==> config.mk <==
export PLATFORM = sky130hd
export DESIGN_NAME = crc_mul
export DESIGN_NICKNAME = d
export VERILOG_FILES = /design/src/hw/rtl/crc_pkg.sv /design/src/hw/rtl/crc_mul.sv
export SDC_FILE = /design/constraint.sdc
export NUM_CORES = 2
export LEC_CHECK = 0
export BUFFER_PORTS_ARGS = -buffer_cell sky130_fd_sc_hd__buf_4
export CAP_MARGIN = 20
export CORE_ASPECT_RATIO = 0.75
export CORE_MARGIN = 3
export CORE_UTILIZATION = 45
export CTS_CLUSTER_DIAMETER = 60
export CTS_CLUSTER_SIZE = 16
export DETAILED_ROUTE_END_ITERATION = 8
export PLACE_DENSITY = 0.72
export SETUP_SLACK_MARGIN = 0.15
export SLEW_MARGIN = 20
export SYNTH_ARGS = -nofsm -noshare
export SYNTH_HDL_FRONTEND = slang
export SYNTH_SLANG_ARGS = --single-unit
export TNS_END_PERCENT = 5
==> constraint.sdc <==
create_clock -name clk -period 20.6 [get_ports clk]
set_clock_uncertainty 0.15 [all_clocks]
set_input_delay 3.09 -clock clk [delete_from_list [all_inputs] [get_ports clk]]
set_output_delay 3.09 -clock clk [all_outputs]
set_load 0.01 [all_outputs]
==> src/hw/rtl/crc_pkg.sv <==
// ----------------------------------------------------------------------------
// crc_pkg
// Shared types and constants for the candle regime classifier.
// ----------------------------------------------------------------------------
`default_nettype none

package crc_pkg;

  localparam int PRICE_W         = 32;
  localparam int SCORE_W         = 16;
  localparam int THR_W           = 15;
  localparam int POS_W           = 16;
  localparam int REGIME_W        = 4;
  localparam int WINDOW_DEF      = 20;
  localparam int MIN_CANDLES_DEF = 5;

  localparam logic [THR_W-1:0] THR_RESET = 15'd1229;
  localparam logic [POS_W-1:0] POS_MID   = 16'h8000;
  localparam logic [POS_W-1:0] POS_MAX   = 16'hFFFF;
  localparam logic [POS_W-1:0] POS_ZERO  = 16'h0000;

  typedef enum logic [REGIME_W-1:0] {
    REG_UNCERTAIN  = 4'd0,
    REG_MANIP      = 4'd1,
    REG_BREAK_UP   = 4'd2,
    REG_BREAK_DOWN = 4'd3,
    REG_STRONG_UP  = 4'd4,
    REG_STRONG_DN  = 4'd5,
    REG_CORR_UP    = 4'd6,
    REG_CORR_DN    = 4'd7,
    REG_RANGE      = 4'd8
  } regime_t;

  typedef enum logic [2:0] {
    ST_IDLE,
    ST_UPDATE,
    ST_MUL_A,
    ST_MUL_B,
    ST_MUL_C,
    ST_EVAL,
    ST_DIVIDE,
    ST_OUTPUT
  } seq_state_t;

  typedef struct packed {
    logic [PRICE_W-1:0] a;
    logic [PRICE_W-1:0] b;
  } mul_op_t;

endpackage

`default_nettype wire

==> src/hw/rtl/crc_mul.sv <==
// ----------------------------------------------------------------------------
// crc_mul
// Shared 32x32 unsigned multiplier with a registered product.
// ----------------------------------------------------------------------------
`default_nettype none

module crc_mul
  import crc_pkg::*;
(
  input  wire logic                   clk,
  input  wire mul_op_t                op,
  output logic      [2*PRICE_W-1:0]   prod
);

  always_ff @(posedge clk) begin
    prod <= op.a * op.b;
  end

endmodule

`default_nettype wire

# Word level (Yosys, flattened, before mapping)
# Cells that the tools add are included.
[totals]
output_inout_bits = 64
regBits = 64
word_cells = 2
[classes]
n_mul = 1
[op_table]
columns = ["cell", "count"]
rows = [
  ["multiplier 32 x 32 -> 64 bit", 1],
]

# Longest topological paths before layout
[logic_depth]
depth_word = 1
mapped_depth = 29
ltp_nobuf = 27

# Least setup slack after synthesis
# No wires, ideal clock.
[synth_path]
path_type = "input-to-reg"
startpoint = "input port op[57] in the netlist's numbering"
endpoint = "register prod[62]"
stages = 25
slack_ns = 10.607
path_buffers = 2
arrival_ns = 9.771
setup_ns = 0.072
t_required_ns = 20.378
cell_sequence = "clkbuf_1 -> nand2_1 -> fa_1 -> inv_1 -> fa_1 -> inv_1 -> fa_1 -> inv_1 -> fa_1 -> fa_1 -> fa_1 -> fa_1 -> inv_1 -> fa_1 -> inv_1 -> ha_1 -> buf_2 -> nand4_1 -> or4_1 -> or3_1 -> a31oi_1 -> a31o_2 -> a211oi_1 -> o21ai_1 -> xor2_1"
[synth_via]
elab_chain_len = 1
[synth_rtl]
columns = ["item", "line_no", "rtl"]
rows = [
  ["start: declaration", "crc_mul.sv:11", "input wire mul_op_t op,"],
  ["multiplier 32 x 32 -> 64 bit", "crc_mul.sv:16", "prod <= op.a * op.b;"],
  ["end signal: assignment", "crc_mul.sv:16", ""],
  ["end: declaration", "crc_mul.sv:12", "output logic [2*PRICE_W-1:0] prod"],
]
# Every way passes these cells.

# Worst setup path after layout
[layout_path]
startpoint = "input port op[23] in the netlist's numbering"
endpoint = "register prod[62]"
# Same word-level chain as after synthesis.

==> flow_metrics.env <==
export IMPL_cts_root_buf="clkbuf_16"
export IMPL_worst_ep_required_time_ps=20740
export IMPL_chipWidth_um=327
export IMPL_drv_slew=0
export IMPL_die_area_um2=80500
export IMPL_post_cts_resize_count=0
export IMPL_endpoint="prod[62]"
export IMPL_syn_nets=4972
export IMPL_cts_sinks=64
export IMPL_cp_max_fo=32
export IMPL_drc=0
export IMPL_start_util_pct=45.8
export IMPL_synthTopCellsByArea="fa_1 52%, and2_1 11%, ha_1 9.5%"
export IMPL_layout_drive_gt1_share_pct=4.36
export IMPL_ant_nets=0
export IMPL_final_common_cell="fa_1"
export IMPL_syn_area_per_cell_um2=9.25
export IMPL_first_pass_iters=5
export IMPL_areaGrowthSynthToFinish_pct=4.91
export IMPL_io_buffers=128
export IMPL_setup_viol=0
export IMPL_clk_path_buf_depth=2
export IMPL_layout_nets=4891
export IMPL_place_gp_congestion=0.946
export IMPL_grt_pass1_wl_mm=158
export IMPL_io_pins=129
export IMPL_gr_usage_all_layers_pct=25.6
export IMPL_ctsHoldBuffers=0
export IMPL_fin_crit_ps=10750
export IMPL_netlist_instances=3748
export IMPL_totalWireLength_mm=98.2
export IMPL_max_slew_margin_pct=38.3
export IMPL_antenna_found_initial=2
export IMPL_rows=87
export IMPL_worst_pin_slew_ps=919
export IMPL_cp_arrival_ps=10890
export IMPL_post_place_cells=4679
export IMPL_reg_largest_list="prod (64)"
export IMPL_synth_ff_type="dfxtp_1"
export IMPL_rsz0062_at_grt="no"
export IMPL_synth_area_um2=34700
export IMPL_status="complete, no violations"
export IMPL_via_count=24900
export IMPL_yosys_cell_types_count=57
export IMPL_numCtsBuffers=9
export IMPL_synth_top_area_cell="fa_1"
export IMPL_grt_overflow=0
export IMPL_synth_edf_count=0
export IMPL_ys_seq_elements=64
export IMPL_yosysTopAreaCellShare_pct=51.7
export IMPL_largest_register="prod"
export IMPL_fp_dieH_um=246
export IMPL_core_area_um2=75800
export IMPL_cp_end_kind="flip-flop"
export IMPL_viasPerCell=5.30
export IMPL_mostFrequentLayoutCells="896 x fa_1, 865 x inv_1, 602 x and2_1, 480 x nand2_1, 263 x ha_1"
export IMPL_dpl_hpwl_mm=79.2
export IMPL_fin_cells=4695
export IMPL_critPathLaunch="op[23]"
export IMPL_clk_pin_slew_ps=60
export IMPL_cts_max_level=3
export IMPL_min_delay_path_class="input pin to flip-flop"
export IMPL_hold_viol_final=0
export IMPL_grt_pass1_vias=26900
export IMPL_drv_cap=0
export IMPL_cts_tree="yes"
export IMPL_drt_initial_drc_count=2127
export IMPL_fin_crit_sh_pct=52.2
export IMPL_grt_max_degree=33
export IMPL_antennaDiodeCount=0
export IMPL_cp_start_kind="input pin"
export IMPL_largest_register_ff_count=64
export IMPL_wire_per_inst_um=20.9
export IMPL_yosysWarnings=0
export IMPL_yosysSeqAreaShare_pct=3.69
export IMPL_max_freq_mhz=93.0
export IMPL_cts_setup_buffers=0
export IMPL_async_flop_share_pct=0
export IMPL_fin_setup_tns_ps=0
export IMPL_critPathKind="input pin to flip-flop"
-- per-stage QoR --
stage | hold slack, ps | instance area [um2] | worst slack [ps] | utilization, %
2_1_floorplan | 3070 | 34700 | 10610 | -
3_3_place_gp | 3330 | 36100 | 9630 | 47.6
3_5_place_dp | 3330 | 36100 | 9500 | 47.6
4_1_cts | 3060 | 36400 | 9880 | 48.0
5_1_grt | 3090 | 36400 | 9600 | 48.0
6_report | 3090 | 36400 | 9850 | 48.0
-- cell families after synthesis --
kind of cell	after synthesis	synth area share, %
multiplexers	1	0.0289
AND/OR/NAND/NOR	1177	17.6
flip-flops	64	3.69
buffers and inverters	1085	11.8
AO/OA/AOI/OAI	202	4.15
XOR/XNOR	60	1.52
adder cells (fa/ha/maj)	1159	61.2
-- worst min path at each step --
stage,startpoint,endpoint,slack (ps),depth (start not counted)
final,op[0],prod[0],3090,2
after global routing,op[32],prod[0],3090,2
after CTS,op[32],prod[0],3060,2
after detailed placement,prod[40],prod[40],3330,1
after global placement,prod[0],prod[0],3330,1
after floorplan,op[0],prod[0],3070,1
-- metal layers --
layer | vias to the layer above | global-route usage [%] | wire (um)
met4 | 4 | 3.90 | 1170
met1 | 12800 | 37.9 | 43200
li1 | 10700 | - | -
met2 | 1360 | 34.5 | 38500
met5 | - | 0 | 27
met3 | 73 | 12.0 | 15300
-- cell usage after synthesis, drive strengths merged (4+ instances only) --
| library cell | n |
|---|---|
| buf | 7 |
| dfxtp | 64 |
| clkbuf | 213 |
| and3 | 14 |
| nand2 | 480 |
| a21o | 40 |
| inv | 865 |
| o21bai | 11 |
| a221oi | 4 |
| nor3 | 7 |
| xor2 | 25 |
| o31ai | 5 |
| nand3 | 10 |
| nand4 | 23 |
| nor2 | 20 |
| a221o | 4 |
| fa | 896 |
| o21a | 9 |
| o21ai | 26 |
| ha | 263 |
| a31oi | 12 |
| xnor2 | 35 |
| a21oi | 66 |
| and2 | 602 |
-- area by class of cell --
cell class	count	area (um2)
flip-flops and latches	64	1280
clock buffers	10	229
inverters	865	3250
well taps	1023	1280
clock inverters	6	67.6
repair buffers	128	961
fillers	7168	39400
multi-input cells	2599	29300
-- critical path, cell delays in order --
cell,delay [ps]
buf_4,380
nand2_1,150
fa_1,550
inv_1,80
fa_1,490
fa_1,680
fa_1,530
fa_1,550
fa_1,430
fa_1,580
inv_1,70
fa_1,480
inv_1,40
ha_1,380
nand2_1,170
or4_1,520
or3_1,370
a31oi_1,590
a31o_2,300
a211oi_1,110
o21ai_1,170
xor2_1,150
Power is not shown: default switching activity piles up to over one toggle a cycle in this logic, so the estimate is an artifact.
