<file path="src/hw/rtl/crc_pkg.sv">
// ----------------------------------------------------------------------------
// crc_pkg
// Shared types and constants for the candle regime classifier.
// ----------------------------------------------------------------------------
`default_nettype none

package crc_pkg;

  localparam int PRICE_W         = 32;
  localparam int SCORE_W         = 16;
  localparam int THR_W           = 15;
  localparam int POS_W           = 16;
  localparam int REGIME_W        = 4;
  localparam int WINDOW_DEF      = 20;
  localparam int MIN_CANDLES_DEF = 5;

  localparam logic [THR_W-1:0] THR_RESET = 15'd1229;
  localparam logic [POS_W-1:0] POS_MID   = 16'h8000;
  localparam logic [POS_W-1:0] POS_MAX   = 16'hFFFF;
  localparam logic [POS_W-1:0] POS_ZERO  = 16'h0000;

  typedef enum logic [REGIME_W-1:0] {
    REG_UNCERTAIN  = 4'd0,
    REG_MANIP      = 4'd1,
    REG_BREAK_UP   = 4'd2,
    REG_BREAK_DOWN = 4'd3,
    REG_STRONG_UP  = 4'd4,
    REG_STRONG_DN  = 4'd5,
    REG_CORR_UP    = 4'd6,
    REG_CORR_DN    = 4'd7,
    REG_RANGE      = 4'd8
  } regime_t;

  typedef enum logic [2:0] {
    ST_IDLE,
    ST_UPDATE,
    ST_MUL_A,
    ST_MUL_B,
    ST_MUL_C,
    ST_EVAL,
    ST_DIVIDE,
    ST_OUTPUT
  } seq_state_t;

  typedef struct packed {
    logic [PRICE_W-1:0] a;
    logic [PRICE_W-1:0] b;
  } mul_op_t;

endpackage

`default_nettype wire

</file>
<file path="src/hw/rtl/crc_div.sv">
// ----------------------------------------------------------------------------
// crc_div
// Restoring divider giving a 16-bit fraction of num/den, one bit a cycle.
// ----------------------------------------------------------------------------
`default_nettype none

module crc_div
  import crc_pkg::*;
#(
  parameter int DEN_W = 40
) (
  input  wire logic             clk,
  input  wire logic             rst,
  input  wire logic             start,
  input  wire logic [DEN_W-1:0] num,
  input  wire logic [DEN_W-1:0] den,
  output logic                  done,
  output logic [POS_W-1:0]      quot
);

  localparam int CNT_W = $clog2(POS_W);

  logic             busy;
  logic [CNT_W-1:0] cnt;
  logic [DEN_W:0]   rem;
  logic [DEN_W-1:0] den_r;
  logic [DEN_W:0]   rem_shift;
  logic             take;

  // num is below den, so the doubled remainder fits one extra bit
  assign rem_shift = {rem[DEN_W-1:0], 1'b0};
  assign take      = rem_shift >= {1'b0, den_r};

  always_ff @(posedge clk) begin
    if (rst) begin
      busy <= 1'b0;
      done <= 1'b0;
      cnt  <= '0;
    end else begin
      done <= 1'b0;
      if (start) begin
        busy <= 1'b1;
        cnt  <= '0;
      end else if (busy) begin
        cnt <= cnt + 1'b1;
        if (cnt == CNT_W'(POS_W - 1)) begin
          busy <= 1'b0;
          done <= 1'b1;
        end
      end
    end
  end

  always_ff @(posedge clk) begin
    if (start) begin
      rem   <= {1'b0, num};
      den_r <= den;
    end else if (busy) begin
      rem  <= take ? rem_shift - {1'b0, den_r} : rem_shift;
      quot <= {quot[POS_W-2:0], take};
    end
  end

endmodule

`default_nettype wire

</file>
<file path="config.mk">
export PLATFORM = sky130hd
export DESIGN_NAME = crc_div
export DESIGN_NICKNAME = d
export VERILOG_FILES = /design/src/hw/rtl/crc_pkg.sv /design/src/hw/rtl/crc_div.sv
export SDC_FILE = /design/constraint.sdc
export NUM_CORES = 1
export LEC_CHECK = 0
export BUFFER_PORTS_ARGS = -buffer_cell sky130_fd_sc_hd__buf_2
export CORE_ASPECT_RATIO = 0.8
export CORE_MARGIN = 2
export CORE_UTILIZATION = 41
export DETAILED_ROUTE_END_ITERATION = 12
export PLACE_DENSITY_LB_ADDON = 0.08
export SYNTH_ARGS = -nofsm -noshare
export SYNTH_HDL_FRONTEND = slang
export SYNTH_SLANG_ARGS = --single-unit
</file>
<file path="constraint.sdc">
create_clock -name clk -period 8.76 [get_ports clk]
set_clock_uncertainty 0.15 [all_clocks]
set_input_delay 0.438 -clock clk [delete_from_list [all_inputs] [get_ports clk]]
set_output_delay 0.438 -clock clk [all_outputs]
set_load 0.05 [all_outputs]
</file>
== Word level (Yosys, flattened, before mapping) ==
Index checks and enable logic that the tools add are counted.
Storage, ports and cells
  output and inout bits: 17
  register bits after elaboration: 102
  bits of input ports: 83
  word-level logic and storage cells: 23
Cells by class
  order comparisons: 1
  mux-type cells: 7
  equal/unequal tests: 1
  reduce and logical (&&, ||, !) cells: 4
  add/subtract/negate cells: 2
  bitwise gates (word level): 2
Operators with widths (number)
  $mux 40: 3
  $ge 41x40->1: 1
  $sub 40x40->40: 1
  $add 4x1->4 const B: 1
  $eq 4x4->1 const B: 1
  $mux 1: 4
  $reduce_or 3->1: 1
  $not 1->1: 2
  $reduce_and 2->1: 1
  $reduce_bool 2->1: 1
  $reduce_or 2->1: 1

== Longest topological paths before layout ==
  depth after elaboration: 4
  gate-level depth with buffers: 16

== Worst setup path before layout ==
OpenSTA, ideal clock, no wires.
  path kind: flip-flop to flip-flop
  from: register rem[0]
  to: register rem[31], data pin
  cell stages (with the launch flop): 15
  period minus slack after synthesis: 3.166 ns
  setup slack: 5.594 ns
  buffers on the path: 2
  arrival time: 2.742 ns
  path through: edfxtp_1 ha_1 nor2b_1 o31a_1 o32ai_4 o211ai_2 a31oi_4 o21a_2 o21a_1 buf_4 inv_2 buf_6 or3_1 o21ai_1 a31oi_1
Between the ends
  word-level cells in the longest chain between the ends: 4
  elaborated cells between the ends (all ways): 5
  those cells by class: 1 x add/sub; 1 x order compare; 3 x mux
Ends and longest elaborated chain
  start, declared: RTL line crc_div.sv:25  | logic [DEN_W:0] rem;
  start signal, assigned: RTL line crc_div.sv:56  | rem <= {1'b0, num};
  start signal, assigned: RTL line crc_div.sv:59  | rem <= take ? rem_shift - {1'b0, den_r} : rem_shift;
  $ge 41x40->1: RTL line crc_div.sv:32  | assign take = rem_shift >= {1'b0, den_r};
  via take: RTL line crc_div.sv:28  | logic take;
  $mux 40: RTL line crc_div.sv:59
  $mux 40: RTL line crc_div.sv:58  | end else if (busy) begin
  $mux 40: RTL line crc_div.sv:55  | if (start) begin
The timed path passes the listed nets, and every way through them passes these cells. The select of a mux whose other input is x is not followed.
A chain may end at the register's enable or synchronous reset.

== Worst setup path after layout ==
  from: register rem[0]
  to: register rem[38], data pin
Between the ends
  word-level cells in the longest chain between the ends: 4
  elaborated cells between the ends (all ways): 5
  those cells by class: 1 x add/sub; 1 x order compare; 3 x mux
Ends and longest elaborated chain (RTL line)
  $sub 40x40->40 or $ge 41x40->1 (tied branches): crc_div.sv:59, crc_div.sv:32
  $mux 40 (*): crc_div.sv:59
  $mux 40 (*): crc_div.sv:58
  $mux 40 (*): crc_div.sv:55
Mark *: on every way between the ends. The rest lies on a longest branch, timed or not. The select of a mux whose other input is x is not followed.

==> flow_summary.ini <==
[sta]
finalSetupViolations = 0
hold_viol = 0
clock.fmax_ghz = 0.2460
grt_setup_unrepaired = no
final_max_slew_viol_count = 0
fin_hold_ws_ns = 0.08696
tightest_slew_ns = 0.7088
relSlewSlack = 0.5274
setup_ws_ns = 4.695
fin_crit_ns = 4.065
fin_crit_sh = 0.4640
setup_tns_ns = 0

[logic_synthesis]
post_synth.cell_area_avg_um2 = 9.945
yosys.area.top_type_share = 0.4551
ys_ff_latch = 102
yosys-top-cells-count = edfxtp_1 (96), inv_1 (68), a21oi_1 (63)
ys_seq_area_frac = 0.4740
ys_warn_count = 0
synthTopCellsByArea = edfxtp_1 (46%), ha_1 (8.1%), a21oi_1 (5.0%)
yosys_most_used_dff = edfxtp_1
syn_inst = 637
yosys.area.top_type = edfxtp_1
synth_fp_nets = 762
async_flop_share = 0
synth_edf_count = 96
yosysUniqueCellTypes = 61
yosysMostFrequentCell = edfxtp_1
syn_area_um2 = 6335

[min_path]
hold_path.class = input pin to register
hold_end = busy
whs_path_depth = 2
min-delay-start = rst

[critical_path]
cp-start-kind = register
crit_family = compound AO/OA/AOI/OAI gates
cp-end-kind = register
cp_slowest_cell = buf_4
cp_data_arrival_time_ns = 4.00
cp_cell_sequence = ha_1 > nor2b_1 > o31a_1 > o32ai_4 > o211ai_2 > a31oi_4 > o21a_2 > o21a_2 > buf_4 > inv_2 > or3_1 > o21ai_1 > a21oi_1
crit_buf_inv = 2
r2r-end = rem[38]
cp.required_ns = 8.70
crit-reg2reg-launch = rem[0]
cp_max_fo = 69
cpPeakStageDelay_ns = 0.53
cp.depth = 13
critical_path_class = register to register
r2r_cells = 13
ff2ff_setup_slack_ns = 4.70
cp_common_cell = o21a_2

[global_routing]
grt_pass1_vias = 4723
grt-ovfl-total = 0
grt_antenna_before_repair = 0
grt_usage = 0.1829
grt_pass1_wl_um = 23670
grt_max_degree = 70

[finish]
finalNonFillerCells = 934
fin_nets = 844
layout-drive-gt1-share = 0.1837
antennaDiodeCount = 0
areaGrowthSynthToFinish_pct = 15.11

[run]
cap_violations = 0

[floorplan]
coreArea_um2 = 15060
rows = 40
fp.dieW_um = 143.0
start_util = 0.4205
die_height_um = 115.2
dieArea_um2 = 16470
ioPinCount = 100

[placed_design]
dpl_worst_slack_ns = 4.670
numPlacedInstances = 918
io_buffers = 99
place_congestion = 0.8931
dp_hpwl_um = 10320

[route]
num_vias = 4838
antenna_left = 0
wire_per_inst_um = 15.54
routed_via_density = 5.180
drc = 0
drtIter0Drc = 339
totalWireLength_um = 14520
drt_pass1_iterations = 5

[cts]
cts_tree = yes
cts_sinks = 102
cts_setup_buffers = 0
clock_latency_ns = 0.36
path_clk_slew_ns = 0.08
cts_made_buffers = 9
root_buffer = clkbuf_16
ctsHoldBuffers = 0
clk_path_buf_depth = 2
cts_htree_levels = 3
cts_resized = 0

[power_and_ir_drop]
finalPower_w = 0.001904
p_leak_nw = 3.101
ir_drop_mv = 0.1018
power.density_nw_per_um2 = 261.1

[outcome]
status = finished, final reports clean
[area by class of cell]
cell class	count	area, um2
Fill cell	1460	7772
Timing Repair Buffer	104	535.5
Multi-Input combinational cell	433	2920
Inverter	69	259.0
Clock buffer	9	225.2
Tap cell	210	262.8
Clock inverter	7	86.33
Sequential cell	102	3003
[state kept, by name (all words and copies together), names as in the netlist]
signal / flops
quot: 16
rem: 40
done: 1
busy: 1
cnt: 4
den_r: 40
[power breakdown]
part / internal, W / switching [W] / total, W
sequential: 0.000628 / 0.0000367 / 0.000664
clock: 0.000206 / 0.000208 / 0.000413
combinational: 0.000338 / 0.000489 / 0.000826
total: 0.00117 / 0.000733 / 0.00190
[how the worst max path moves through the flow]
stage                       start       to  slack, ns
after floorplan            rem[0]  rem[31]       5.59
after global placement    rem[21]  rem[38]       4.79
after detailed placement   rem[0]  rem[39]       4.67
after CTS                  rem[0]  rem[38]       4.65
after global routing       rem[0]  rem[39]       4.39
final                      rem[0]  rem[38]       4.70
[worst register-to-register path: cells and delay by family (launching register included)]
family / cells / cell delay [ns]
flip-flops: 1 / 0.42
adder cells (fa/ha/maj): 1 / 0.33
AND/OR/NAND/NOR: 2 / 0.51
buffers and inverters: 2 / 0.83
AO/OA/AOI/OAI: 8 / 1.56
[per-layer routing]
layer / wire [um] / vias to the layer above / track usage / part of all wire
met2: 6031 / 96 / 0.2702 / 0.42
met4: 152 / 0 / 0.04224 / 0.010
li1: - / 2474 / - / -
met5: 0 / - / 0 / 0
met1: 7767 / 2257 / 0.2766 / 0.54
met3: 564 / 11 / 0.03623 / 0.039
[layout by cell type (no fill, tap or decap), types with 14 or more instances in the layout]
cell      synthesis  final
a211oi_1         22     22
a21o_1           20     20
a21oi_1          63     63
buf_2            12     98
edfxtp_1         96     96
ha_1             41     41
inv_1            68     68
nand2_1          38     38
nand4_1          14     14
nor2_1           46     46
o21ai_0          29     29
o21ai_1          18     18
xnor2_1          19     19
xor2_1           16     16
[cell families after synthesis]
kind of cell / after synthesis / share of synthesized area
XOR/XNOR: 35 / 0.04839
AND/OR/NAND/NOR: 150 / 0.1120
adder cells (fa/ha/maj): 42 / 0.08414
flip-flops: 102 / 0.4740
multiplexers: 9 / 0.01501
buffers and inverters: 102 / 0.06518
AO/OA/AOI/OAI: 197 / 0.2013
[per-stage QoR]
stage | util | cell area, um2
floorplan | - | 6335
global route | 0.4841 | 7292
detailed placement | 0.4634 | 6980
CTS | 0.4841 | 7292
finish | 0.4841 | 7292
global placement | 0.4634 | 6980
Power figures use the tool's default switching activity.
